File: src/rtl/dte_pkg.sv
`timescale 1ns / 1ps
package dte_pkg;

  localparam int unsigned DefQueueDepth = 2;

  // string lengths
  localparam int unsigned MaxLen   = 23;
  localparam int unsigned ShortLen = 19;

  // end of each digit field (exclusive position)
  localparam int unsigned YearEnd   = 4;
  localparam int unsigned MonthEnd  = 7;
  localparam int unsigned DayEnd    = 10;
  localparam int unsigned HourEnd   = 13;
  localparam int unsigned MinuteEnd = 16;
  localparam int unsigned SecondEnd = 19;

  // separator positions
  localparam int unsigned PosDash1  = 4;
  localparam int unsigned PosDash2  = 7;
  localparam int unsigned PosSpace  = 10;
  localparam int unsigned PosColon1 = 13;
  localparam int unsigned PosColon2 = 16;
  localparam int unsigned PosDot    = 19;

  localparam logic [7:0] SepNone   = 8'h00;
  localparam logic [7:0] CharDash  = 8'h2D;
  localparam logic [7:0] CharSpace = 8'h20;
  localparam logic [7:0] CharColon = 8'h3A;
  localparam logic [7:0] CharDot   = 8'h2E;
  localparam logic [7:0] CharZero  = 8'h30;
  localparam logic [7:0] CharNine  = 8'h39;

  // range limits
  localparam int unsigned MaxHour   = 23;
  localparam int unsigned MaxMinute = 59;
  localparam int unsigned MaxSecond = 59;
  localparam int unsigned MaxMilli  = 999;

  // calendar arithmetic
  localparam int unsigned EraYears    = 400;
  localparam int unsigned DaysPerEra  = 146097;
  localparam int unsigned DaysPerYear = 365;
  // epoch offset 719468 plus one era, since years are biased by 400
  localparam int unsigned DayBias     = 865565;
  localparam int unsigned HoursPerDay = 24;
  localparam int unsigned MinPerHour  = 60;
  localparam int unsigned SecPerMin   = 60;
  localparam int unsigned MsPerSec    = 1000;

  // reciprocals: floor(x / 400) = (x * 10486) >> 22 for x < 16384, etc.
  localparam int unsigned RecipEra   = 10486;
  localparam int unsigned EraShift   = 22;
  localparam int unsigned RecipCent  = 41;
  localparam int unsigned CentShift  = 12;
  localparam int unsigned Recip100   = 5243;
  localparam int unsigned Shift100   = 19;
  localparam int unsigned Hundred    = 100;

  localparam longint MinEpochMs = -64'sd62167219200000;
  localparam longint MaxEpochMs = 64'sd253402300799999;

  typedef struct packed {
    logic [13:0] year;
    logic [6:0]  month;
    logic [6:0]  day;
    logic [6:0]  hour;
    logic [6:0]  minute;
    logic [6:0]  second;
    logic [9:0]  milli;
    logic        long_form;
    logic        fmt_ok;
  } dte_rec_t;

  typedef enum logic [3:0] {
    BkIdle,
    BkCheck,
    BkEra,
    BkYoe,
    BkDoe,
    BkDays,
    BkHour,
    BkMin,
    BkSec,
    BkMilli,
    BkOut
  } bk_state_e;

  function automatic logic [7:0] sep_char(input logic [4:0] pos);
    logic [7:0] c;
    case (pos)
      5'(PosDash1), 5'(PosDash2):   c = CharDash;
      5'(PosSpace):                 c = CharSpace;
      5'(PosColon1), 5'(PosColon2): c = CharColon;
      5'(PosDot):                   c = CharDot;
      default:                      c = SepNone;
    endcase
    return c;
  endfunction

  function automatic logic is_leap(input logic [13:0] y);
    logic [26:0] prod;
    logic [7:0]  q100;
    logic [13:0] r100;
    prod = 27'(y) * 27'(Recip100);
    q100 = prod[Shift100 +: 8];
    r100 = y - 14'(q100) * 14'(Hundred);
    // divisible by 400 <=> divisible by 100 with quotient divisible by 4
    return (y[1:0] == 2'b00) && ((r100 != '0) || (q100[1:0] == 2'b00));
  endfunction

  function automatic logic [4:0] month_days(input logic [13:0] y, input logic [6:0] m);
    logic [4:0] d;
    case (m)
      7'd1, 7'd3, 7'd5, 7'd7, 7'd8, 7'd10, 7'd12: d = 5'd31;
      7'd4, 7'd6, 7'd9, 7'd11:                    d = 5'd30;
      7'd2:                                       d = is_leap(y) ? 5'd29 : 5'd28;
      default:                                    d = 5'd0;
    endcase
    return d;
  endfunction

  // days from March 1 to the first of the month
  function automatic logic [8:0] month_offset(input logic [3:0] m);
    logic [8:0] o;
    case (m)
      4'd3:    o = 9'd0;
      4'd4:    o = 9'd31;
      4'd5:    o = 9'd61;
      4'd6:    o = 9'd92;
      4'd7:    o = 9'd122;
      4'd8:    o = 9'd153;
      4'd9:    o = 9'd184;
      4'd10:   o = 9'd214;
      4'd11:   o = 9'd245;
      4'd12:   o = 9'd275;
      4'd1:    o = 9'd306;
      4'd2:    o = 9'd337;
      default: o = 9'd0;
    endcase
    return o;
  endfunction

endpackage

File: src/rtl/dte_in_if.sv
`timescale 1ns / 1ps
interface dte_in_if;
  logic       valid;
  logic       ready;
  logic [7:0] character;
  logic       last_char;

  modport source (output valid, output character, output last_char, input ready);
  modport sink (input valid, input character, input last_char, output ready);
endinterface

File: src/rtl/dte_out_if.sv
`timescale 1ns / 1ps
interface dte_out_if;
  logic               valid;
  logic               ready;
  logic signed [48:0] epoch_millis;
  logic               valid_res;

  modport source (output valid, output epoch_millis, output valid_res, input ready);
  modport sink (input valid, input epoch_millis, input valid_res, output ready);
endinterface

File: src/rtl/dte_front.sv
`timescale 1ns / 1ps
module dte_front
  import dte_pkg::*;
(
  input  logic     clk_i,
  input  logic     rst_ni,
  dte_in_if.sink   chr_i,
  input  logic     q_full_i,
  output logic     push_o,
  output dte_rec_t rec_o
);

  logic [4:0]  pos_q, pos_d;
  logic [13:0] year_q, year_d, year_upd;
  logic [6:0]  month_q, month_d, month_upd;
  logic [6:0]  day_q, day_d, day_upd;
  logic [6:0]  hour_q, hour_d, hour_upd;
  logic [6:0]  minute_q, minute_d, minute_upd;
  logic [6:0]  second_q, second_d, second_upd;
  logic [9:0]  milli_q, milli_d, milli_upd;
  logic        err_q, err_d;

  logic       accept;
  logic       in_range;
  logic [7:0] exp_sep;
  logic       is_digit;
  logic [3:0] digit;
  logic       char_err;
  logic       dig_ok;
  logic       err_now;
  logic [4:0] len;

  assign chr_i.ready = ~q_full_i;
  assign accept      = chr_i.valid & chr_i.ready;

  assign in_range = pos_q < 5'(MaxLen);
  assign exp_sep  = sep_char(pos_q);
  assign is_digit = (chr_i.character >= CharZero) && (chr_i.character <= CharNine);
  assign digit    = chr_i.character[3:0];
  assign char_err = ~in_range ||
                    ((exp_sep != SepNone) ? (chr_i.character != exp_sep) : ~is_digit);
  assign dig_ok   = in_range && (exp_sep == SepNone) && is_digit;
  assign err_now  = err_q | char_err;
  assign len      = pos_q + 5'd1;

  always_comb begin
    year_upd   = year_q;
    month_upd  = month_q;
    day_upd    = day_q;
    hour_upd   = hour_q;
    minute_upd = minute_q;
    second_upd = second_q;
    milli_upd  = milli_q;
    if (dig_ok) begin
      if (pos_q < 5'(YearEnd)) begin
        year_upd = year_q * 14'd10 + 14'(digit);
      end else if (pos_q < 5'(MonthEnd)) begin
        month_upd = month_q * 7'd10 + 7'(digit);
      end else if (pos_q < 5'(DayEnd)) begin
        day_upd = day_q * 7'd10 + 7'(digit);
      end else if (pos_q < 5'(HourEnd)) begin
        hour_upd = hour_q * 7'd10 + 7'(digit);
      end else if (pos_q < 5'(MinuteEnd)) begin
        minute_upd = minute_q * 7'd10 + 7'(digit);
      end else if (pos_q < 5'(SecondEnd)) begin
        second_upd = second_q * 7'd10 + 7'(digit);
      end else begin
        milli_upd = milli_q * 10'd10 + 10'(digit);
      end
    end
  end

  always_comb begin
    pos_d    = pos_q;
    year_d   = year_q;
    month_d  = month_q;
    day_d    = day_q;
    hour_d   = hour_q;
    minute_d = minute_q;
    second_d = second_q;
    milli_d  = milli_q;
    err_d    = err_q;
    if (accept) begin
      if (chr_i.last_char) begin
        pos_d    = '0;
        year_d   = '0;
        month_d  = '0;
        day_d    = '0;
        hour_d   = '0;
        minute_d = '0;
        second_d = '0;
        milli_d  = '0;
        err_d    = 1'b0;
      end else begin
        pos_d    = in_range ? pos_q + 5'd1 : pos_q;
        year_d   = year_upd;
        month_d  = month_upd;
        day_d    = day_upd;
        hour_d   = hour_upd;
        minute_d = minute_upd;
        second_d = second_upd;
        milli_d  = milli_upd;
        err_d    = err_now;
      end
    end
  end

  // record of the finished string, taken on the last character
  assign push_o          = accept & chr_i.last_char;
  assign rec_o.year      = year_upd;
  assign rec_o.month     = month_upd;
  assign rec_o.day       = day_upd;
  assign rec_o.hour      = hour_upd;
  assign rec_o.minute    = minute_upd;
  assign rec_o.second    = second_upd;
  assign rec_o.milli     = milli_upd;
  assign rec_o.long_form = (len == 5'(MaxLen));
  assign rec_o.fmt_ok    = ~err_now && ((len == 5'(ShortLen)) || (len == 5'(MaxLen)));

  always_ff @(posedge clk_i or negedge rst_ni) begin
    if (!rst_ni) begin
      pos_q    <= '0;
      year_q   <= '0;
      month_q  <= '0;
      day_q    <= '0;
      hour_q   <= '0;
      minute_q <= '0;
      second_q <= '0;
      milli_q  <= '0;
      err_q    <= 1'b0;
    end else begin
      pos_q    <= pos_d;
      year_q   <= year_d;
      month_q  <= month_d;
      day_q    <= day_d;
      hour_q   <= hour_d;
      minute_q <= minute_d;
      second_q <= second_d;
      milli_q  <= milli_d;
      err_q    <= err_d;
    end
  end

endmodule

File: src/rtl/dte_queue.sv
`timescale 1ns / 1ps
module dte_queue
  import dte_pkg::*;
#(
  parameter int unsigned Depth = DefQueueDepth
) (
  input  logic     clk_i,
  input  logic     rst_ni,
  input  logic     push_i,
  input  dte_rec_t rec_i,
  output logic     full_o,
  input  logic     pop_i,
  output logic     valid_o,
  output dte_rec_t rec_o
);

  localparam int unsigned PtrW = (Depth > 1) ? $clog2(Depth) : 1;
  localparam int unsigned CntW = $clog2(Depth + 1);

  dte_rec_t            mem_q [Depth];
  logic [PtrW-1:0]     wr_ptr_q, wr_ptr_d;
  logic [PtrW-1:0]     rd_ptr_q, rd_ptr_d;
  logic [CntW-1:0]     cnt_q, cnt_d;
  logic                do_push, do_pop;

  assign full_o  = (cnt_q == CntW'(Depth));
  assign valid_o = (cnt_q != '0);
  assign rec_o   = mem_q[rd_ptr_q];
  assign do_push = push_i & ~full_o;
  assign do_pop  = pop_i & valid_o;

  always_comb begin
    wr_ptr_d = wr_ptr_q;
    rd_ptr_d = rd_ptr_q;
    if (do_push) begin
      wr_ptr_d = (wr_ptr_q == PtrW'(Depth - 1)) ? '0 : wr_ptr_q + PtrW'(1);
    end
    if (do_pop) begin
      rd_ptr_d = (rd_ptr_q == PtrW'(Depth - 1)) ? '0 : rd_ptr_q + PtrW'(1);
    end
    cnt_d = cnt_q + CntW'(do_push) - CntW'(do_pop);
  end

  always_ff @(posedge clk_i or negedge rst_ni) begin
    if (!rst_ni) begin
      wr_ptr_q <= '0;
      rd_ptr_q <= '0;
      cnt_q    <= '0;
    end else begin
      wr_ptr_q <= wr_ptr_d;
      rd_ptr_q <= rd_ptr_d;
      cnt_q    <= cnt_d;
    end
  end

  always_ff @(posedge clk_i) begin
    if (do_push) begin
      mem_q[wr_ptr_q] <= rec_i;
    end
  end

endmodule

File: src/rtl/dte_back.sv
`timescale 1ns / 1ps
module dte_back
  import dte_pkg::*;
(
  input  logic      clk_i,
  input  logic      rst_ni,
  input  logic      rec_valid_i,
  input  dte_rec_t  rec_i,
  output logic      pop_o,
  dte_out_if.source res_o
);

  bk_state_e   st_q, st_d;
  dte_rec_t    rec_q, rec_d;
  logic        ok_q, ok_d;
  logic [13:0] yp_q, yp_d;
  logic [8:0]  doy_q, doy_d;
  logic [4:0]  era_q, era_d;
  logic [8:0]  yoe_q, yoe_d;
  logic [17:0] doe_q, doe_d;
  logic [48:0] acc_q, acc_d;
  logic        out_valid_q, out_valid_d;
  logic [48:0] out_ms_q, out_ms_d;
  logic        out_vr_q, out_vr_d;

  logic        out_free;
  logic        out_load;
  logic [26:0] era_prod;
  logic [13:0] cent_prod;
  logic [1:0]  yoe_cent;
  logic [4:0]  mdays;

  assign out_free  = ~out_valid_q | res_o.ready;
  assign era_prod  = 27'(yp_q) * 27'(RecipEra);
  assign cent_prod = 14'(yoe_q) * 14'(RecipCent);
  assign yoe_cent  = cent_prod[CentShift +: 2];
  assign mdays     = month_days(rec_q.year, rec_q.month);

  // next state
  always_comb begin
    st_d = st_q;
    case (st_q)
      BkIdle:  if (rec_valid_i) st_d = BkCheck;
      BkCheck: st_d = BkEra;
      BkEra:   st_d = BkYoe;
      BkYoe:   st_d = BkDoe;
      BkDoe:   st_d = BkDays;
      BkDays:  st_d = BkHour;
      BkHour:  st_d = BkMin;
      BkMin:   st_d = BkSec;
      BkSec:   st_d = BkMilli;
      BkMilli: st_d = BkOut;
      BkOut:   if (out_free) st_d = BkIdle;
      default: st_d = BkIdle;
    endcase
  end

  // control outputs
  always_comb begin
    pop_o    = 1'b0;
    out_load = 1'b0;
    case (st_q)
      BkIdle:  pop_o = rec_valid_i;
      BkOut:   out_load = out_free;
      default: ;
    endcase
  end

  // datapath
  always_comb begin
    rec_d = rec_q;
    ok_d  = ok_q;
    yp_d  = yp_q;
    doy_d = doy_q;
    era_d = era_q;
    yoe_d = yoe_q;
    doe_d = doe_q;
    acc_d = acc_q;
    if (pop_o) begin
      rec_d = rec_i;
    end
    case (st_q)
      BkCheck: begin
        ok_d  = rec_q.fmt_ok && (rec_q.day != '0) && (rec_q.day <= 7'(mdays)) &&
                (rec_q.hour <= 7'(MaxHour)) && (rec_q.minute <= 7'(MaxMinute)) &&
                (rec_q.second <= 7'(MaxSecond)) && (rec_q.milli <= 10'(MaxMilli));
        // year shifted to start in March, biased by one era to stay positive
        yp_d  = rec_q.year + 14'(EraYears) - 14'(rec_q.month <= 7'd2);
        doy_d = month_offset(rec_q.month[3:0]) + 9'(rec_q.day) - 9'd1;
      end
      BkEra:   era_d = era_prod[EraShift +: 5];
      BkYoe:   yoe_d = 9'(yp_q - 14'(era_q) * 14'(EraYears));
      BkDoe: begin
        doe_d = 18'(yoe_q) * 18'(DaysPerYear) + 18'(yoe_q[8:2]) - 18'(yoe_cent) +
                18'(doy_q);
      end
      BkDays:  acc_d = 49'(era_q) * 49'(DaysPerEra) + 49'(doe_q) - 49'(DayBias);
      BkHour:  acc_d = acc_q * 49'(HoursPerDay) + 49'(rec_q.hour);
      BkMin:   acc_d = acc_q * 49'(MinPerHour) + 49'(rec_q.minute);
      BkSec:   acc_d = acc_q * 49'(SecPerMin) + 49'(rec_q.second);
      BkMilli: acc_d = acc_q * 49'(MsPerSec) + (rec_q.long_form ? 49'(rec_q.milli) : '0);
      default: ;
    endcase
  end

  // output register
  always_comb begin
    out_valid_d = out_valid_q & ~res_o.ready;
    out_ms_d    = out_ms_q;
    out_vr_d    = out_vr_q;
    if (out_load) begin
      out_valid_d = 1'b1;
      out_ms_d    = ok_q ? acc_q : '0;
      out_vr_d    = ok_q;
    end
  end

  assign res_o.valid        = out_valid_q;
  assign res_o.epoch_millis = out_ms_q;
  assign res_o.valid_res    = out_vr_q;

  always_ff @(posedge clk_i or negedge rst_ni) begin
    if (!rst_ni) begin
      st_q        <= BkIdle;
      out_valid_q <= 1'b0;
    end else begin
      st_q        <= st_d;
      out_valid_q <= out_valid_d;
    end
  end

  always_ff @(posedge clk_i) begin
    rec_q    <= rec_d;
    ok_q     <= ok_d;
    yp_q     <= yp_d;
    doy_q    <= doy_d;
    era_q    <= era_d;
    yoe_q    <= yoe_d;
    doe_q    <= doe_d;
    acc_q    <= acc_d;
    out_ms_q <= out_ms_d;
    out_vr_q <= out_vr_d;
  end

endmodule

File: src/rtl/datetime_text_to_epoch_millis.sv
// Text timestamp to Unix milliseconds.
// chr_i (sink): one ASCII character per beat, last_char set on the final
//   character of "YYYY-MM-DD hh:mm:ss" or "YYYY-MM-DD hh:mm:ss.mmm".
// res_o (source): one beat per string: signed epoch_millis and valid_res;
//   a string that fails a length, separator, digit or range check gives
//   epoch_millis = 0 with valid_res = 0.
// Throughput: one character per cycle while the queue is not full.
//   Conversion runs in the back end one string at a time, through its
//   check, date, hour, minute, second and millisecond steps into the
//   output register, so strings of 19 characters and more do not stall
//   the input while the receiver takes each result.
// A record queue (QueueDepth entries) sits between the character parser
//   and the converter; the parser holds off every character while the
//   queue is full.
// Reset clears the parser state, the queue and the output register.
// When the receiver stalls, the result is held in the output register,
//   the converter waits behind it and the queue, then the input, fill up.
`timescale 1ns / 1ps
module datetime_text_to_epoch_millis
  import dte_pkg::*;
#(
  parameter int unsigned QueueDepth = DefQueueDepth
) (
  input  logic      clk_i,
  input  logic      rst_ni,
  dte_in_if.sink    chr_i,
  dte_out_if.source res_o
);

  logic     q_push;
  logic     q_full;
  logic     q_valid;
  logic     q_pop;
  dte_rec_t q_rec_in;
  dte_rec_t q_rec_out;

  // front end: per-character checks and field accumulation
  dte_front u_front (
    .clk_i    (clk_i),
    .rst_ni   (rst_ni),
    .chr_i    (chr_i),
    .q_full_i (q_full),
    .push_o   (q_push),
    .rec_o    (q_rec_in)
  );

  // decouples the parser from the multi-cycle conversion
  dte_queue #(
    .Depth (QueueDepth)
  ) u_queue (
    .clk_i   (clk_i),
    .rst_ni  (rst_ni),
    .push_i  (q_push),
    .rec_i   (q_rec_in),
    .full_o  (q_full),
    .pop_i   (q_pop),
    .valid_o (q_valid),
    .rec_o   (q_rec_out)
  );

  // back end: range checks, civil-days conversion, scaling to ms
  dte_back u_back (
    .clk_i       (clk_i),
    .rst_ni      (rst_ni),
    .rec_valid_i (q_valid),
    .rec_i       (q_rec_out),
    .pop_o       (q_pop),
    .res_o       (res_o)
  );

endmodule

File: src/flat_wrapper.sv
// flat-port wrapper written by rule: the top's interface ports become plain ports
module datetime_text_to_epoch_millis_flat import dte_pkg::*;
#(
  parameter int unsigned QueueDepth = DefQueueDepth
)
  (clk_i, rst_ni, chr_i_valid, chr_i_character, chr_i_last_char, chr_i_ready, res_o_valid, res_o_epoch_millis, res_o_valid_res, res_o_ready);
  dte_in_if chr_i_i ();
  dte_out_if res_o_i ();
  input  logic clk_i;
  input  logic rst_ni;
  input wire logic [$bits(chr_i_i.valid)-1:0] chr_i_valid;
  input wire logic [$bits(chr_i_i.character)-1:0] chr_i_character;
  input wire logic [$bits(chr_i_i.last_char)-1:0] chr_i_last_char;
  output wire logic [$bits(chr_i_i.ready)-1:0] chr_i_ready;
  output wire logic [$bits(res_o_i.valid)-1:0] res_o_valid;
  output wire logic [$bits(res_o_i.epoch_millis)-1:0] res_o_epoch_millis;
  output wire logic [$bits(res_o_i.valid_res)-1:0] res_o_valid_res;
  input wire logic [$bits(res_o_i.ready)-1:0] res_o_ready;
  assign chr_i_i.valid = chr_i_valid;
  assign chr_i_i.character = chr_i_character;
  assign chr_i_i.last_char = chr_i_last_char;
  assign chr_i_ready = chr_i_i.ready;
  assign res_o_valid = res_o_i.valid;
  assign res_o_epoch_millis = res_o_i.epoch_millis;
  assign res_o_valid_res = res_o_i.valid_res;
  assign res_o_i.ready = res_o_ready;
  datetime_text_to_epoch_millis #(.QueueDepth(QueueDepth)) u_core (.clk_i(clk_i), .rst_ni(rst_ni), .chr_i(chr_i_i), .res_o(res_o_i));
endmodule
File: config.mk
export PLATFORM = sky130hd
export DESIGN_NAME = datetime_text_to_epoch_millis_flat
export DESIGN_NICKNAME = d
export VERILOG_FILES = /design/src/rtl/dte_pkg.sv /design/src/rtl/dte_in_if.sv /design/src/rtl/dte_out_if.sv /design/src/rtl/dte_front.sv /design/src/rtl/dte_queue.sv /design/src/rtl/dte_back.sv /design/src/rtl/datetime_text_to_epoch_millis.sv /design/src/flat_wrapper.sv
export SDC_FILE = /design/constraint.sdc
export NUM_CORES = 2
export LEC_CHECK = 0
export BUFFER_PORTS_ARGS = -buffer_cell sky130_fd_sc_hd__clkbuf_2
export CORE_MARGIN = 2
export CORE_UTILIZATION = 60
export DETAILED_ROUTE_END_ITERATION = 8
export PLACE_DENSITY = 0.88
export SLEW_MARGIN = 20
export SYNTH_ARGS = -nofsm -noshare
export SYNTH_HDL_FRONTEND = slang
export SYNTH_SLANG_ARGS = --single-unit
export TNS_END_PERCENT = 5
File: constraint.sdc
create_clock -name clk_i -period 9.58 [get_ports clk_i]
set_input_delay 1.916 -clock clk_i [delete_from_list [all_inputs] [get_ports clk_i]]
set_output_delay 1.916 -clock clk_i [all_outputs]
set_load 0.05 [all_outputs]
# After elaboration in Yosys (flattened, before gate mapping)
# Memories as Yosys holds them, arrays and structs flattened. A register that Yosys moved wholly into a read port is not among the register bits.
# Cells that the tools add are included.
[word_totals]
memories = 2
elab_cells = 222
register_bits = 229
in_bits = 13
mem_bits_rw = 122
romBits = 144
[classes]
n_addsub = 27
n_eq_ne = 34
reduce_logical = 30
mul = 17
bitwise = 13
mux = 61
magnitude_cmp = 15
[memory_table]
columns = ["name", "words", "word_bits", "read_ports", "rd_ports_with_merged_regs", "write_ports", "line", "rtl"]
rows = [
  ["(name not given)", 16, 9, 1, 0, 0, "dte_pkg.sv:126", "case (m)"],
  ["u_core.u_queue.mem_q", 2, 61, 1, 1, 1, "dte_queue.sv:20", "dte_rec_t mem_q [Depth];"],
]
[op_table]
columns = ["operator", "count"]
rows = [
  ["$pmux W49 S5", 1],
  ["$mux W7", 30],
  ["$add A49 B7 Y49", 3],
  ["$mux W10", 9],
  ["$add A49 B10 Y49", 1],
  ["$mul A49 B2 Y46 const B", 1],
  ["$mul A49 B4 Y47 const B", 1],
  ["$mul A49 B7 Y46 const B", 1],
  ["$pmux W4 S11", 1],
  ["$mux W14", 3],
  ["$add A7 B4 Y7", 5],
  ["$eq A7 B4 Y1 const B", 5],
  ["$mul A7 B3 Y6 const B", 5],
  ["$eq A7 B3 Y1 const B", 4],
  ["$mul A14 B13 Y27 const B", 1],
  ["$mul A14 B13 Y26 const B", 1],
  ["$sub A24 B20 Y25 const B", 1],
  ["$add A23 B18 Y24", 1],
  ["$pmux W6 S4", 1],
  ["$mul A5 B18 Y23 const B", 1],
  ["$eq A5 B5 Y1 const B", 4],
  ["$add A18 B7 Y18", 1],
  ["$add A18 B9 Y18", 1],
  ["$mul A9 B9 Y18 const B", 1],
  ["61 further kinds", 114],
]

# Longest topological paths before layout
[logic_depth]
ltp_word = 14
depth_mapped = 47
depth_no_buf = 47

# By module
# From an unflattened synthesis, not the netlist that was laid out.
[hier_totals]
cells_unflattened = 4880
area_unflattened_um2 = 49799.0
[modules_own_cells]
columns = ["mod", "n_inst", "cells_per_inst", "area_per_inst_um2", "seq_area_each_um2"]
rows = [
  ["dte_back", 1, 4030, 38792.2, 6791.5],
  ["dte_front", 1, 642, 6100.9, 1626.6],
  ["dte_queue", 1, 208, 4906.0, 3763.6],
]

# Least setup slack after synthesis
# OpenSTA, ideal clock, no wires.
[synth_timing]
kind = "flip-flop to flip-flop"
start = "register, netlist name u_core.u_back.rec_q[56]"
end = "register u_core.u_back.ok_q, data pin"
slack_ns = -0.091
path_buffers = 0
path_stages_with_launch = 47
required_ns = 9.323
arrival_ns = 9.414
synth_period_minus_slack_ns = 9.671
setup_time_ns = 0.257
path_cell_list = "edfxtp_1 fa_1 ha_1 inv_1 fa_1 inv_1 fa_1 inv_1 fa_1 inv_1 ha_1 a21o_1 a21o_1 a211o_1 a21o_1 o21ai_0 a211oi_1 o21a_1 [... 11 more ...] a21oi_1 xor2_1 ha_1 o221ai_1 nor3_1 o211ai_1 a2111o_1 nor4_1 o2111a_1 a31oi_1 ha_1 nor2b_1 o21a_1 o21ai_0 nand2b_1 a21oi_1 a31oi_1 nor4_1"
[synth_between]
elab_chain_len = 14
[synth_rtl]
columns = ["item", "line", "rtl"]
rows = [
  ["$mul A14 B13 Y27", "dte_pkg.sv:105", "prod = 27'(y) * 27'(Recip100);"],
  ["$mul A8 B5 Y12", "dte_pkg.sv:107", "r100 = y - 14'(q100) * 14'(Hundred);"],
  ["$sub A14 B14 Y14", "dte_pkg.sv:107", ""],
  ["$reduce_bool A14 Y1", "dte_pkg.sv:109", "return (y[1:0] == 2'b00) && ((r100 != '0) || (q100[1:0] == 2'b00));"],
  ["$logic_or A1 B1 Y1 *", "dte_pkg.sv:109", ""],
  ["$logic_and A1 B1 Y1 *", "dte_pkg.sv:109", ""],
  ["$mux W1 *", "dte_pkg.sv:117", "7'd2: d = is_leap(y) ? 5'd29 : 5'd28;"],
  ["$pmux W5 S3 *", "dte_pkg.sv:114", "case (m)"],
  ["$le A7 B5 Y1 *", "dte_back.sv:84", "ok_d = rec_q.fmt_ok && (rec_q.day != '0) && (rec_q.day <= 7'(mdays)) &&"],
  ["$logic_and A1 B1 Y1 * (2 in a row)", "dte_back.sv:84", ""],
  ["$logic_and A1 B1 Y1 * (2 in a row)", "dte_back.sv:85", "(rec_q.hour <= 7'(MaxHour)) && (rec_q.minute <= 7'(MaxMinute)) &&"],
  ["$logic_and A1 B1 Y1 *", "dte_back.sv:86", "(rec_q.second <= 7'(MaxSecond)) && (rec_q.milli <= 10'(MaxMilli));"],
  ["end signal, assigned", "dte_back.sv:134", "ok_q <= ok_d;"],
  ["end, declared", "dte_back.sv:15", "logic ok_q, ok_d;"],
]
# Mark *: on every way between the ends. The rest lies on a longest branch, timed or not.
# A chain may end at the register's enable or synchronous reset.

# Worst setup path in the final report
[layout_timing]
start = "register, netlist name u_core.u_back.rec_q[56]"
end = "register u_core.u_back.ok_q, data pin"
[layout_between]
elab_chain_len = 14
[layout_rtl]
columns = ["item", "line"]
rows = [
  ["$mul A14 B13 Y27", "dte_pkg.sv:105"],
  ["$mul A8 B5 Y12", "dte_pkg.sv:107"],
  ["$sub A14 B14 Y14", "dte_pkg.sv:107"],
  ["$reduce_bool A14 Y1", "dte_pkg.sv:109"],
  ["$logic_or A1 B1 Y1 *", "dte_pkg.sv:109"],
  ["$logic_and A1 B1 Y1 *", "dte_pkg.sv:109"],
  ["$mux W1 *", "dte_pkg.sv:117"],
  ["$pmux W5 S3 *", "dte_pkg.sv:114"],
  ["$le A7 B5 Y1 *", "dte_back.sv:84"],
  ["$logic_and A1 B1 Y1 * (2 in a row)", "dte_back.sv:84"],
  ["$logic_and A1 B1 Y1 * (2 in a row)", "dte_back.sv:85"],
  ["$logic_and A1 B1 Y1 *", "dte_back.sv:86"],
]
# Marked as above.

==> out/qor.tcl <==
set qor(min_path_cells) 2
set qor(register_area_um2) 12000
set qor(post_cts_hold_buffer_count) 0
set qor(syn-instance-count) 4834
set qor(grt_use_total_pct) 31.9
set qor(floorplan.rows) 104
set qor(cts_buffers) 49
set qor(cts_tree) {done}
set qor(commonest_non_fill_non_tap_cells_in_the_layout) {sky130_fd_sc_hd__ha_1 (646), sky130_fd_sc_hd__inv_1 (522), sky130_fd_sc_hd__fa_1 (427)}
set qor(netlist-cell-type-count) 90
set qor(htree_levels) 2
set qor(syn-num-nets) 5937
set qor(fin_skew_ns) 0.0362
set qor(multi_input_comb_area_um2) 34800
set qor(crit_required_ns) 9.92
set qor(drt_first_iter_violations) 3843
set qor(final_period_minus_worst_setup_slack_ns) 9.96
set qor(drt-vias-per-instance) 6.43
set qor(synth_fa_ha_area_share_pct) 34.5
set qor(final.setup.worst_slack_ns) -0.378
set qor(worst_slew_margin_rel_pct) 22.0
set qor(finalHoldViolCount) 0
set qor(cts.root.buffer_cell) {sky130_fd_sc_hd__clkbuf_16}
set qor(via_count) 38854
set qor(gp_congestion) 0.980
set qor(worst_hold_path_type) {flop to flop}
set qor(placed_wire_length_estimate_after_detailed_placement_mm) 101
set qor(tightest_slew_ns) 1.16
set qor(end_kind) {flop}
set qor(postRouteAntennaNets) 0
set qor(crit_path_top_delay_cell) {sky130_fd_sc_hd__fa_1}
set qor(synth_edf_count) 338
set qor(clk_transition_reported_paths_ns) 0.06
set qor(unrepaired_setup_endpoints_after_global_routing) {yes}
set qor(fin_util_pct) 65.9
set qor(max_cap_violations) 0
set qor(rr_worst_depth) 48
set qor(violated_checks) {negative setup slack}
set qor(io-pin-count) 65
set qor(detail_route.wirelength_mm) 133
set qor(cpPeakStageDelay_ns) 0.55
set qor(area_growth_syn_to_layout_pct) 8.66
set qor(async_flop_share_pct) 18.0
set qor(yosys_warnings) 0
set qor(initial_utilization_pct) 60.6
set qor(nFillCells) 5860
set qor(layout_worst_path_cycle_share_pct) 104
set qor(crit_fanout) 4
set qor(setup_viol) 1
set qor(port-buffer-count) 64
set qor(post_synth_mux_area_share_pct) 2.91
set qor(tritoncts_num_sinks) 412
set qor(fin_nets) 6048
set qor(firstDrtPassIters) 8
set qor(synth_top_family_by_area) {adder cells}
set qor(die-height_um) 290
set qor(critPathLaunchType) {flop}
set qor(mostFrequentLayoutCell) {sky130_fd_sc_hd__ha_1}
set qor(ys_ff_latch) 412
set qor(cp.arrival_ns) 10.30
set qor(pin_count_of_the_biggest_net_entering_global_routing) 66
set qor(synth_top_flop_cell) {sky130_fd_sc_hd__edfxtp_1}
set qor(syn-cell-area_um2) 48900
set qor(clock_insertion_delay_worst_skew_ns) 0.62
set qor(antenna_found_initial) 0
set qor(setup.reg_to_reg.worst_slack_ns) -0.38
set qor(timing_max_transition_violations_final) 0
set qor(sequential_area_share_after_synthesis_pct) 24.5
set qor(avgRoutedWirePerCell_um) 22.0
set qor(grt_pass1_vias) 39662
set qor(synthSimpleGateAreaFrac_pct) 12.0
set qor(outcome) {complete, but fails checks}
set qor(synth.avg_cell_area_um2) 10.1
set qor(grt_first_pass_wirelength_mm) 212
set qor(synth_compound_gate_area_share_pct) 14.3
set qor(drive_gt1_share_pct) 10.5
set qor(die_area_um2) 83800
set qor(remaining_drc_errors) 0
set qor(core_area_um2) 80700
set qor(cts-root-to-sink-buffers) 3
set qor(die_w_um) 290
set qor(xor_xnor_share_of_the_synthesized_area_pct) 6.59
set qor(max_freq_mhz) 100
set qor(antenna-diode-count) 0
set qor(grt_overflow) 0
set qor(criticalPathCategory) {flop to flop}
sequential cells by signal, summed over array words and instances (netlist names), 2 cells and up:
register,cells
u_core.u_queue.mem_q,122
u_core.u_back.rec_q,61
u_core.u_back.acc_q,49
u_core.u_back.res_o.epoch_millis,49
u_core.u_back.doe_q,18
u_core.u_back.yp_q,14
u_core.u_front.year_q,14
u_core.u_front.milli_q,10
u_core.u_back.doy_q,9
u_core.u_back.yoe_q,9
u_core.u_front.day_q,7
u_core.u_front.hour_q,7
u_core.u_front.minute_q,7
u_core.u_front.month_q,7
u_core.u_front.second_q,7
u_core.u_back.era_q,5
u_core.u_front.pos_q,5
u_core.u_back.st_q,4
u_core.u_queue.cnt_q,2
routing by layer:
layer	track usage, %	up-vias	share of wire [%]
li1	-	17497	-
met1	39.9	18974	38
met2	54.6	1921	49
met3	4.33	462	7.2
met4	15.9	0	5.7
met5	0	-	0
worst paths after layout:
check / startpoint / end
max in group asynchronous: rst_ni / u_core.u_queue.rd_ptr_q
worst max register to register: u_core.u_back.rec_q[56] / u_core.u_back.ok_q
worst min register to register: u_core.u_front.year_q[13] / u_core.u_front.year_q[13]
worst max-delay path: u_core.u_back.rec_q[56] / u_core.u_back.ok_q
min in group asynchronous: rst_ni / u_core.u_front.year_q[5]
worst min-delay path: u_core.u_front.year_q[13] / u_core.u_front.year_q[13]
kinds of logic (layout without fill, tap and decap cells):
| logic type | Yosys count | count (layout) |
|---|---|---|
| multiplexers | 126 | 126 |
| AO/OA/AOI/OAI | 1038 | 1038 |
| XOR/XNOR | 368 | 368 |
| AND/OR/NAND/NOR | 1132 | 1132 |
| flip-flops | 412 | 412 |
| adder cells (fa/ha/maj) | 1090 | 1090 |
| buffers and inverters | 668 | 819 |
Yosys cell counts, types with 12 or more instances:
master	count	area, um2
sky130_fd_sc_hd__or4_1	24	180
sky130_fd_sc_hd__inv_1	532	2000
sky130_fd_sc_hd__mux2i_1	15	150
sky130_fd_sc_hd__a21o_1	100	751
sky130_fd_sc_hd__or3_1	25	156
sky130_fd_sc_hd__o211ai_1	31	233
sky130_fd_sc_hd__nor3b_1	22	165
sky130_fd_sc_hd__nand4_1	64	400
sky130_fd_sc_hd__a22o_1	61	534
sky130_fd_sc_hd__nor4_1	33	206
sky130_fd_sc_hd__ha_1	658	8230
sky130_fd_sc_hd__o22ai_1	23	144
sky130_fd_sc_hd__o21ai_0	163	816
sky130_fd_sc_hd__nand2b_1	49	307
sky130_fd_sc_hd__and2_1	97	607
sky130_fd_sc_hd__mux2_2	109	1230
sky130_fd_sc_hd__nor3_1	97	485
sky130_fd_sc_hd__edfxtp_1	338	10100
sky130_fd_sc_hd__o21a_1	50	375
sky130_fd_sc_hd__a211oi_1	32	240
sky130_fd_sc_hd__clkbuf_1	121	454
sky130_fd_sc_hd__a211o_1	27	236
sky130_fd_sc_hd__fa_1	432	8650
sky130_fd_sc_hd__nor2_1	246	923
sky130_fd_sc_hd__a2111oi_0	12	105
sky130_fd_sc_hd__o31a_1	13	114
sky130_fd_sc_hd__o21bai_1	26	195
sky130_fd_sc_hd__a311oi_1	16	140
sky130_fd_sc_hd__a21boi_0	14	105
sky130_fd_sc_hd__dfrtp_1	74	1850
sky130_fd_sc_hd__o2111ai_1	14	123
sky130_fd_sc_hd__nor2b_1	48	300
sky130_fd_sc_hd__a31oi_1	35	219
sky130_fd_sc_hd__nand2_1	226	848
sky130_fd_sc_hd__o31ai_1	16	120
sky130_fd_sc_hd__xnor2_1	249	2180
sky130_fd_sc_hd__xor2_1	119	1040
sky130_fd_sc_hd__and3_1	41	257
sky130_fd_sc_hd__nand3_1	87	435
sky130_fd_sc_hd__or2_2	30	188
sky130_fd_sc_hd__a21oi_1	290	1450
sky130_fd_sc_hd__a22oi_1	15	113
area by class of cell:
cell class / count / area share [%]
tap: 1060 / 2.50
multi-input combinational: 3754 / 65.5
sequential: 412 / 22.6
timing repair buffer: 196 / 2.54
inverter: 532 / 3.76
clock buffer: 59 / 2.45
clock inverter: 32 / 0.704
critical path: cells and delay by family, from the launching register on:
kind / cells / cell delay (ns)
fa+ha+maj: 12 / 4.38
compound gates: 16 / 2.54
flops: 1 / 0.47
xor+xnor: 1 / 0.08
simple gates: 10 / 1.49
buf+inv: 9 / 0.69
stage by stage:
stage | hold slack, ns | instance area [um2] | setup TNS (ns) | setup WS, ns | std cells
final | 0.495 | 53100 | -0.378 | -0.378 | 6045
after detailed placement | 0.474 | 50900 | -0.662 | -0.662 | 5928
after floorplan | 0.442 | 48900 | 0 | 0.0111 | 4834
after global routing | 0.529 | 53100 | -0.796 | -0.796 | 6045
after global placement | 0.459 | 50900 | -0.416 | -0.416 | 5928
after CTS | 0.488 | 53000 | -0.0366 | -0.0366 | 6036
timing repair:
item	CTS	global route
gates resized for setup	55	19
pin swaps	70	38
endpoints found under the setup margin	1	1
buffers inserted	17	9
Power is left out: the tool's default activity adds up to more than one toggle a clock period on the data nets, which glitch-free logic cannot reach.
